`config.mk`:
```
export PLATFORM = sky130hd
export DESIGN_NAME = fai_div_stage
export DESIGN_NICKNAME = d
export VERILOG_FILES = /design/src/fai_pkg.sv /design/src/fai_div_stage.sv
export SDC_FILE = /design/constraint.sdc
export NUM_CORES = 1
export LEC_CHECK = 0
export BUFFER_PORTS_ARGS = -buffer_cell sky130_fd_sc_hd__buf_4
export CORE_AREA = 2 2 157 159
export CTS_CLUSTER_DIAMETER = 150
export DETAILED_ROUTE_END_ITERATION = 10
export DIE_AREA = 0 0 159 161
export GPL_TIMING_DRIVEN = 1
export PLACE_DENSITY_LB_ADDON = 0.1
export SLEW_MARGIN = 40
export SYNTH_ARGS = -nofsm -noshare
export SYNTH_HDL_FRONTEND = slang
export SYNTH_SLANG_ARGS = --single-unit
```
`constraint.sdc`:
```
create_clock -name clk -period 0.8 [get_ports clk]
set_input_delay 0.04 -clock clk [delete_from_list [all_inputs] [get_ports clk]]
set_output_delay 0.04 -clock clk [all_outputs]
set_load 0.01 [all_outputs]
```
`src/fai_pkg.sv`:
```
// ----------------------------------------------------------------------------
// fai_pkg
// Shared widths and pipeline payload types of the fragment attribute
// interpolator.
// ----------------------------------------------------------------------------
package fai_pkg;

	localparam int FLD_W = 32;
	localparam int PROD_W = 64;
	localparam int MAG_W = 96;
	localparam int NUM_W = 98;
	localparam int DEN_W = 66;
	localparam int QUO_W = 32;
	localparam int NVERT = 3;

	localparam logic [QUO_W-1:0] SAT_POS = 32'h7FFF_FFFF;
	localparam logic [QUO_W-1:0] SAT_NEG = 32'h8000_0000;

	typedef struct packed {
		logic                    valid;
		logic signed [NUM_W-1:0] num;
		logic signed [DEN_W-1:0] den;
	} sum_t;

	typedef struct packed {
		logic              valid;
		logic              deg;
		logic              ovf;
		logic              neg;
		logic [DEN_W-1:0]  den;
		logic [NUM_W-1:0]  rem;
		logic [QUO_W-1:0]  quo;
	} div_t;

endpackage

```
`src/fai_div_stage.sv`:
```
// ----------------------------------------------------------------------------
// fai_div_stage
// One restoring division step: produces one quotient bit and shifts the
// partial remainder left for the next stage.
// ----------------------------------------------------------------------------
module fai_div_stage (
	input  logic           clk,
	input  logic           arst_n,
	input  fai_pkg::div_t  din,
	output fai_pkg::div_t  dout
);

	logic [fai_pkg::DEN_W:0]   top;
	logic [fai_pkg::DEN_W:0]   diff;
	logic                      ge;
	logic [fai_pkg::NUM_W-1:0] rem_nx;

	// remainder stays below den<<32, so bits 97:31 hold the trial window
	assign top    = din.rem[fai_pkg::NUM_W-1:31];
	assign diff   = top - {1'b0, din.den};
	assign ge     = top >= {1'b0, din.den};
	assign rem_nx = ge ? {diff, din.rem[30:0]} : din.rem;

	always_ff @(posedge clk or negedge arst_n) begin
		if (!arst_n) begin
			dout <= '0;
		end else begin
			dout.valid <= din.valid;
			dout.deg   <= din.deg;
			dout.ovf   <= din.ovf;
			dout.neg   <= din.neg;
			dout.den   <= din.den;
			dout.rem   <= {rem_nx[fai_pkg::NUM_W-2:0], 1'b0};
			dout.quo   <= {din.quo[fai_pkg::QUO_W-2:0], ge};
		end
	end

endmodule
```
==> run metrics, run 1 <==
initial antenna violation count 1; Port Buf Inserts 399; DR vias 12342; sequential power share 0.328; drt drc 0; max incr delay on CP 0.35 ns; power share of the clock group 0.276; internal power 23.8 mW; Max transition margin 0.510; Hold Fails Final Rpt 1; worst path bufs/invs 5; Fmax achieved 398 MHz; Synth Cell Area approximately 0.011 mm2; Routed WL 53100 um; CP Capture Type flop; status complete, but fails checks; Core Util, Final 0.876; failing checks negative hold slack, negative setup slack; core area 0.0240 mm2; fillers 1094; Hold Slack -0.00116 ns; H-tree depth 4; RePlAce Congestion 0.933; Clock Sinks 199; initial core utilization 0.445; post-route cell area approximately 0.021 mm2; Worst path top cell family by delay compound AO/OA/AOI/OAI gates; clk slew on worst S/H paths 0.09 ns; post-synth cell types 76; Avg Cell Area, Syn 10.8 um2; CTS tree built; Warnings, synthesis 0; share of layout cells above drive strength 1 0.516; Overflow after GRT 0; Top Registers dout x199; Yosys top cell area share 0.467; 1st-pass router iterations 5; vias in the first global route 13065; CTS max path bufs 2; initial DRC count 1338; critical-path cell list buf_12 -> inv_12 -> ha_4 -> inv_2 -> fa_2 -> a211o_1 -> a211o_1 -> a41oi_2 -> o211ai_1 -> buf_4 -> nand2_4 -> o211ai_1 -> buf_4 -> xor2_1 -> mux2_4; flip-flop count of the largest register after layout ~200; class of the worst hold path input port to flop; die height 161 um; number of flops mapped to enable cells by yosys 0; Tmin final 2.51 ns; Setup CP Type input port to flop; post-synthesis sequential area ratio 0.467; crit path DAT 2.86 ns; fin worst setup slack -1.71 ns; clock root cell clkbuf_16; Mapped Cells 986; I/O pin cnt 402; #FFs+latches synth 199; Syn Nets 1255; most common flop cell mapped by yosys dfrtp_1; Yosys top cell by area dfrtp_1; worst slew pin tran 0.729 ns; Die ar. 0.0256 mm2; fraction of registers with async set/reset 1.00; DP Area around 0.017 mm2; area grow syn2layout 96.9%; Combinational Power Share 0.397; Antenna Nets Post-Route 0; switching share of power 0.338; Tcrit/Tclk final 3.14; NetSw 12.2 mW; Pwr Total approximately 36 mW; RSZ-0062 raised after global routing true; final-stage net count 2172; first-pass GRT wire length 76200 um; Crit Path Max Fanout 4; Worst path slowest cell fa_2; vias per cell 5.50; Slew Limit Fails 0; Leak 10.2 nW; Core Rows 57; CP required around 1.2 ns; Routed WL per cell 23.7 um; Synth area leaders dfrtp_1 47%, mux2_4 8.0%, ha_1 7.7%; largest net degree at the start of global routing between 40 and 50; hpwl dp 29900 um; startpoint type of the worst setup path input port; Largest Register dout; total CTS buffers 17; Setup TNS -151.53 ns; GRT Util Overall 0.385; pwr/cell area 1710 mW/mm2; Max Cap Viol 0; # setup viols final 266; worst IR drop on VDD 1.41 mV; die width 159 um
## worst paths after layout
| check | start | end | slack [ns] | cells past startpoint |
|---|---|---|---|---|
| worst max-delay path | din[63] | dout[116]$_DFF_PN0_ | -1.71 | 15 |
| worst min-delay path | din[124] | dout[125]$_DFF_PN0_ | -0.001 | 4 |
| max in group asynchronous | arst_n | dout[170]$_DFF_PN0_ | 0.22 | 3 |
| min in group asynchronous | arst_n | dout[31]$_DFF_PN0_ | 0.03 | 2 |
## logic make-up after synthesis
kind of cell | after synthesis | synth area share
compound gates | 256 | 0.159
simple gates | 213 | 0.0980
flops | 199 | 0.467
buf+inv | 130 | 0.0633
fa+ha+maj | 67 | 0.0793
mux | 64 | 0.0873
xor+xnor | 56 | 0.0460
other cells | 1 | 0.000352
## power by group through the flow
stage | logic (mW) | registers (mW) | clock network, mW
floorplan | 4.69 | 12.2 | 0
global placement | 10.8 | 11.6 | 0
detailed placement | 10.9 | 11.6 | 0
CTS | 13.3 | 11.7 | 9.76
global route | 14.9 | 11.8 | 10.3
finish | 14.3 | 11.8 | 9.91
## layout make-up
class	instances	area (um2)	area share
antenna	2	5.00	0.000238
timing repair buffer	938	8590	0.409
tap	324	405	0.0193
sequential	199	4980	0.237
inverter	89	402	0.0191
multi-input combinational	657	5940	0.283
clock inverter	15	231	0.0110
clock buffer	17	425	0.0203
timing repair inverter	1	16.3	0.000775
## layout by cell type, fill, tap and decap left out, drive strengths merged, types with 17 or more instances in the layout
cell	netlist	routed
a21o	34	34
a21oi	91	91
buf	28	741
clkbuf	13	17
dfrtp	199	199
dlygate4sd3	0	197
ha	66	66
inv	89	97
mux2	61	61
nand2	59	59
nand4	27	27
nor2	58	58
o21ai	53	53
xnor2	33	33
xor2	23	23
## worst min-delay path, stage by stage
cell	delay [ns]
buf_4	0.09
buf_4	0.10
nand3_1	0.10
o31ai_4	0.09
## through the flow
stage / worst slack (ns) / std cells
after CTS: -1.62 / 2231
after detailed placement: -2.30 / 1967
final: -1.71 / 2242
after global routing: -1.80 / 2241
after global placement: -2.21 / 1967
after floorplan: -1.86 / 986
## cell usage after synthesis (23+ instances only)
cell type  count
dfrtp_1      199
inv_1         88
a21oi_1       84
ha_1          66
nor2_1        58
mux2_4        57
nand2_1       57
o21ai_0       45
a21o_1        34
xnor2_1       33
nand4_1       26
xor2_1        23
## timing repair
item | 4_1_cts | 5_1_grt
endpoints found under the hold margin | 395 | 0
gates cloned | 7 | 0
resized for setup | 308 | 48
pin swaps | 26 | 29
hold buffers | 197 | 0
endpoints found under the setup margin | 266 | 266
buffers inserted | 29 | 18
## per-layer routing
metal  up-vias  routed length, um  global-route usage
li1       5301                  -                   -
met1      5919              19200               0.455
met2       832              25600               0.665
met3       290               4480              0.0863
met4         0               3720               0.192
met5         -                  0                   0
(Power assumes the default switching activity.)
==> run 2: changes to the inputs <==
GPL_TIMING_DRIVEN = 0   (was 1)
==> run metrics, run 2 (synthesis results as in run 1) <==
Routed WL 45000 um; crit path DAT roughly 3 ns; fillers approximately 1300; share of layout cells above drive strength 1 0.476; Combinational Power Share 0.376; Routed WL per cell approximately 22 um; Core Rows 57; max incr delay on CP 0.40 ns; internal power between 20 and 25 mW; Max transition margin 0.428; hpwl dp roughly 27000 um; die width 159 um; drt drc 0; Pwr Total approximately 34 mW; power share of the clock group 0.284; Largest Register dout; clk slew on worst S/H paths 0.10 ns; worst slew pin tran 0.850 ns; Setup TNS -164.76 ns; Antenna Nets Post-Route 0; CP Depth 15; Setup CP Type input port to flop; initial DRC count just under 700; CTS tree built; Port Buf Inserts 399; Worst path top cell family by delay compound AO/OA/AOI/OAI gates; Fmax achieved slightly below 400 MHz; status complete, but fails checks; Hold Fails Final Rpt 0; H-tree depth 4; CP Capture Type flop; switching share of power 0.329; post-route cell area 0.0200 mm2; 1st-pass router iterations 4; worst IR drop on VDD 1.34 mV; critical-path cell list buf_12 -> inv_12 -> ha_4 -> inv_2 -> fa_2 -> a211o_1 -> a211o_1 -> a41oi_4 -> o211ai_1 -> buf_4 -> a31o_1 -> a21o_1 -> a21oi_2 -> xnor2_1 -> mux2_4; vias in the first global route 10998; total CTS buffers 17; DR vias 10780; RSZ-0062 raised after global routing true; Crit Path Max Fanout 4; DP Area 0.0146 mm2; Top Registers dout x199; first-pass GRT wire length 61700 um; area grow syn2layout 87.1%; Leak 9.38 nW; commonest non-fill, non-tap cells in the layout 282 x buf_4, 220 x buf_6, 200 x dlygate4sd3_1; commonest non-fill, non-tap cell in the layout buf_4; Max Cap Viol 0; largest net degree at the start of global routing 77; flip-flop count of the largest register after layout 199; Tmin final roughly 2.6 ns; pwr/cell area between 1500 and 2000 mW/mm2; Die ar. 0.0256 mm2; class of the worst hold path input port to async pin; GRT Util Overall 0.310; clock root cell clkbuf_16; initial core utilization 0.445; vias per cell 5.28; Core Util, Final 0.833; Clock Sinks 199; failing checks negative setup slack; initial antenna violation count 2; Overflow after GRT 0; RePlAce Congestion 0.881; most frequent CP cell a211o_1; die height ~160 um; core area 0.0240 mm2; Tcrit/Tclk final 3.24; Worst path slowest cell fa_2; NetSw 11.3 mW; CP required between 1 and 1.5 ns; worst path bufs/invs 4; final-stage net count 1970; sequential power share 0.339; fin worst setup slack -1.79 ns; I/O pin cnt 402; CTS max path bufs 2; # setup viols final 427; startpoint type of the worst setup path input port; Slew Limit Fails 0
[run 2: cell types whose count changed in the layout (fill, tap and decap cells not counted), moves of 4 or more]
cell     delta
a21oi_1     -4
a21oi_2     +4
buf_16      +5
buf_4     -221
buf_8       +5
ha_1        -8
ha_4        +6
inv_4       +6
nand3_1     -4
o21ai_0     -4
[run 2: power groups by stage]
stage | Sequential [mW] | Clock (mW) | Combinational [mW]
6_report | 11.7 | 9.78 | 12.9
5_1_grt | 11.7 | 10.3 | 13.6
4_1_cts | 11.5 | 9.85 | 11.1
3_5_place_dp | 11.6 | 0 | 9.35
3_3_place_gp | 11.6 | 0 | 9.20
2_1_floorplan | 12.2 | 0 | 4.69
[run 2: path summary, 6_finish.rpt]
| path | from | end |
|---|---|---|
| min in group clk | din[64] | dout[65]$_DFF_PN0_ |
| min | arst_n | dout[22]$_DFF_PN0_ |
| max | din[63] | dout[128]$_DFF_PN0_ |
| max in group asynchronous | arst_n | dout[178]$_DFF_PN0_ |
[run 2: per-stage QoR]
step	cells	worst slack, ns	hold slack [ns]
finish	2040	-1.79	0.0593
global placement	1709	-2.62	0.149
floorplan	986	-1.86	-0.256
CTS	1986	-1.74	0.0580
detailed placement	1712	-2.68	-0.159
global route	2039	-1.85	0.0603
[run 2: area by class of cell]
class	count	area, um2	share of cell area
timing repair buffer	712	6970	0.349
clock buffer	17	425	0.0213
multi-input combinational	657	6220	0.312
clock inverter	15	231	0.0116
tap	324	405	0.0203
antenna	2	5.00	0.000251
timing repair inverter	1	16.3	0.000815
inverter	89	413	0.0207
buffer	24	287	0.0144
sequential	199	4980	0.250
[run 2: repair_timing]
action,CTS,global route
resized for setup,142,298
hold buffers,200,1
buffers inserted,39,67
setup endpoints to repair,266,460
endpoints found under the hold margin,362,153
pin swaps,35,48
gates cloned,5,2
[run 2: layer usage]
layer	part of all wire	vias to the layer above	GRT usage	wire, um
met4	0.046	0	0.107	2080
met3	0.065	107	0.0742	2900
met2	0.51	485	0.550	23000
met5	0	-	0	0
met1	0.38	5296	0.371	17000
li1	-	4892	-	-
==> run 3: changes to the inputs <==
ABC_AREA = 1   (was default)
CORE_AREA = 2 2 156 158   (was 2 2 157 159)
DIE_AREA = 0 0 158 160   (was 0 0 159 161)
==> run metrics, run 3 <==
WEP type register data pin; #FFs+latches synth between 150 and 200; Worst endpoint, post-GRT repair dout[97]$_DFF_PN0_/D; failing step global routing; Avg Cell Area, Syn 7.04 um2; H-tree depth 4; top-count cell post-synth nand2_1; Port Buf Inserts 399; hpwl dp 39700 um; Clock Sinks roughly 200; Yosys top cell area share 0.420; post-synthesis compound-gate area fraction 0.0545; Synth Cell Area 0.0119 mm2; GRT Util Overall 0.796; Synth area leaders dfrtp_1 42%, nand2_1 21%, inv_1 9.9%; Place WS -1.78 ns; Warnings, synthesis 0; die height 160 um; Post-Synth Adder-Cell Area 0.0713; die width 158 um; post-synthesis simple-gate area fraction 0.316; mux contribution to synthesized area 0; I/O pin cnt 402; initial core utilization 0.498; number of flops mapped to enable cells by yosys 0; post-synth cell types 31; tool error [ERROR GRT-0232] Routing congestion too high. Check the congestion heatmap in the GUI.; Overflow after GRT 43; clock root cell clkbuf_16; status aborted with a tool error; CTS max path bufs 2; xor and xnor area share after synthesis 0.0244; post-synthesis sequential area ratio 0.420; largest net degree at the start of global routing just over 80; DP Area 0.0160 mm2; Core Rows 57; RePlAce Congestion roughly 0.97; fraction of registers with async set/reset 1.00; Yosys top cell by area dfrtp_1; Mapped Cells 1685; total CTS buffers 17; most common flop cell mapped by yosys dfrtp_1; Syn Nets 1954; top cells by count, synth 670 x nand2_1, 313 x inv_1, 199 x dfrtp_1, 112 x nor2_1, 81 x nand3_1; dominant combinational cell family by area after synthesis simple AND/OR/NAND/NOR gates
==> run 3: cell types whose count changed after synthesis, moves of 13 or more <==
cell,before,now
mux2_4,57,0
xnor2_1,33,2
inv_2,0,13
inv_1,88,313
a21o_1,34,0
nor2_1,58,112
o21ai_0,45,24
nand2_1,57,670
nand3_1,15,81
==> run 3: cell families after synthesis <==
group | Yosys count
AO/OA/AOI/OAI | 120
XOR/XNOR | 33
adder cells (fa/ha/maj) | 67
buffers and inverters | 341
flip-flops | 199
other | 1
AND/OR/NAND/NOR | 924
==> run 3: metrics by stage <==
step	utilization	hold WS (ns)	cells	setup TNS [ns]
4_1_cts	0.820	-0.516	2669	-99.78
3_5_place_dp	0.672	-0.0390	2410	-108.70
3_3_place_gp	0.669	0.149	2408	-397.67
2_1_floorplan	-	-0.256	1685	-58.74
==> run 3: timing repair <==
action	CTS
setup buffers	29
endpoints found under the hold margin	397
pin swaps	34
setup endpoints to repair	266
gates resized for setup	185
hold buffers	198
==> run 3: routing by layer <==
layer | global-route usage | overflow
met4 | 0.708 | 20
met2 | 0.897 | 19
met1 | 0.820 | 4
met3 | 0.712 | 0
met5 | 0.536 | 0
==> run 4: changes to the inputs <==
CORE_AREA = default   (was 2 2 156 158)
CORE_UTILIZATION = 39   (was default)
CTS_CLUSTER_DIAMETER = default   (was 150)
DIE_AREA = default   (was 0 0 158 160)
PLACE_DENSITY_LB_ADDON = 0.15   (was 0.1)
==> run metrics, run 4 <==
status complete, but fails checks; failing checks negative hold slack, negative setup slack; Max transition margin 0.653; Place WS -1.84 ns; worst slew pin tran 0.520 ns; Yosys top cell area share 0.420; Fmax achieved 580 MHz; Post-Layout Cell Count 2800; initial core utilization 0.398; Max Cap Viol 0; Antenna Nets Post-Route 0; Largest Register dout; first-pass GRT wire length 76600 um; Crit Path Max Fanout 6; worst IR drop on VDD 1.55 mV; class of the worst hold path input port to async pin; Syn Nets 1954; commonest non-fill, non-tap cell in the layout nand2_1; diode count 0; area grow syn2layout 83.8%; commonest non-fill, non-tap cells in the layout 514 x nand2_1, 276 x inv_1, 271 x buf_4; NetSw 12.1 mW; initial DRC count about 1100; Overflow after GRT 0; fraction of registers with async set/reset 1.00; I/O pin cnt 402; pwr/cell area 1570 mW/mm2; startpoint type of the worst setup path input port; Top Registers dout x199; Synth Cell Area 0.0119 mm2; # setup viols final 266; DR vias 13997; Hold Fails Final Rpt roughly 200; CTS tree built; RePlAce Congestion 0.919; Mapped Cells 1685; Warnings, synthesis 0; Die ar. 0.0311 mm2; largest net degree at the start of global routing 75; Port Buf Inserts 399; Leak 11.4 nW; CP Capture Type flop; top cells by count, synth 670 x nand2_1, 313 x inv_1, 199 x dfrtp_1, 112 x nor2_1, 81 x nand3_1; final-stage net count 2666; most common flop cell mapped by yosys dfrtp_1; 1st-pass router iterations 6; post-synthesis sequential area ratio 0.420; CTS max path bufs 2; Core Rows 63; #FFs+latches synth a little under 200; fin worst setup slack -0.924 ns; Combinational Power Share 0.390; post-placement cell count 2476; critical-path cell list buf_4 -> inv_2 -> ha_4 -> nand2_4 -> nor2_4 -> inv_2 -> nor3_4 -> nand2_1 -> nand2_2 -> nand2_4 -> nand3_4 -> nand2_4 -> nand2_8 -> inv_8 -> buf_12 -> clkbuf_16 -> nand2_1 -> nand2_1; Worst path top cell family by delay simple AND/OR/NAND/NOR gates; GRT Util Overall 0.331; vias per cell 5.00; initial antenna violation count 0; die height 176 um; Worst path slowest cell ha_4; Setup CP Type input port to flop; Hold Slack -0.492 ns; Clock Sinks 199; H-tree depth 4; number of flops mapped to enable cells by yosys 0; crit path DAT just over 2 ns; RSZ-0062 raised after global routing true; switching share of power 0.353; Yosys top cell by area dfrtp_1; flip-flop count of the largest register after layout 199; total CTS buffers 17; Tmin final 1.72 ns; Routed WL per cell 20.1 um; Tcrit/Tclk final 2.15; worst path bufs/invs 6; Routed WL 56200 um; vias in the first global route 13668; clock root cell clkbuf_16; hpwl dp about 38000 um; power share of the clock group 0.273; fillers 2113; Synth area leaders dfrtp_1 42%, nand2_1 21%, inv_1 9.9%; share of layout cells above drive strength 1 0.371; CP required 1.15 ns; sequential power share 0.338; drt drc 0; top-count cell post-synth nand2_1; Multi-input gate area 0.00752 mm2; die width 176 um; post-synth cell types 31; max incr delay on CP 0.31 ns; Avg Cell Area, Syn 7.04 um2; Pwr Total 34.3 mW; clk slew on worst S/H paths 0.08 ns; Slew Limit Fails 0; internal power approximately 22 mW; core area 0.0298 mm2; register area 0.00498 mm2
## run 4: cell counts after synthesis
No cell type changed its count.
## run 4: worst max-delay path by stage
stage / startpoint / end / slack [ns] / cells past startpoint
5_1_grt: din[160] / dout[85]$_DFF_PN0_ / -0.98 / 18
3_3_place_gp: din[161] / dout[113]$_DFF_PN0_ / -1.85 / 16
4_1_cts: din[153] / dout[84]$_DFF_PN0_ / -0.86 / 18
3_5_place_dp: din[161] / dout[113]$_DFF_PN0_ / -1.84 / 16
2_1_floorplan: din[157] / dout[114]$_DFF_PN0_ / -0.91 / 17
6_report: din[160] / dout[85]$_DFF_PN0_ / -0.92 / 18
## run 4: power by group through the flow
| stage | combinational [mW] | clock [mW] | sequential, mW |
|---|---|---|---|
| 5_1_grt | 14.2 | 9.87 | 11.6 |
| 4_1_cts | 11.3 | 9.40 | 11.4 |
| 3_3_place_gp | 9.40 | 0 | 11.5 |
| 3_5_place_dp | 9.50 | 0 | 11.5 |
| 6_report | 13.4 | 9.35 | 11.6 |
| 2_1_floorplan | 4.36 | 0 | 12.1 |
## run 4: stage by stage
stage | TNS (ns) | hold WS, ns | utilization | area (um2)
floorplan | -58.74 | -0.256 | - | 12500
global placement | -427.63 | 0.149 | 0.538 | 16000
detailed placement | -113.44 | 0.0157 | 0.540 | 16100
CTS | -100.20 | -0.493 | 0.668 | 19900
global route | -109.80 | -0.458 | 0.732 | 21800
finish | -100.23 | -0.492 | 0.732 | 21800
## run 4: timing repair
action / CTS / global route
endpoints found under the hold margin: 371 / 65
endpoints found under the setup margin: 266 / 266
pin swaps: 17 / 97
gates cloned: 1 / 8
hold buffers: 197 / 2
buffers inserted: 41 / 45
gates resized for setup: 219 / 388
## run 4: routing by layer
| layer | vias to the layer above | share of wire | GRT usage |
|---|---|---|---|
| met4 | 0 | 0.037 | 0.124 |
| li1 | 6553 | - | - |
| met2 | 590 | 0.48 | 0.558 |
| met3 | 111 | 0.066 | 0.0575 |
| met5 | - | 0 | 0 |
| met1 | 6743 | 0.41 | 0.424 |
## run 4: kinds of logic after synthesis
family          after synthesis  synth area share
buf+inv                     341             0.114
compound gates              120            0.0545
simple gates                924             0.316
fa+ha+maj                    67            0.0713
flops                       199             0.420
xor+xnor                     33            0.0244
other cells                   1          0.000316
## run 4: area by class of cell
| type | count | share of cell area |
|---|---|---|
| plain buffers | 14 | 0.00923 |
| clock buffers | 20 | 0.0214 |
| clock inverters | 12 | 0.00700 |
| inverters | 326 | 0.0579 |
| multi-input cells | 1145 | 0.345 |
| flip-flops and latches | 199 | 0.228 |
| well taps | 390 | 0.0224 |
| repair buffers | 694 | 0.309 |
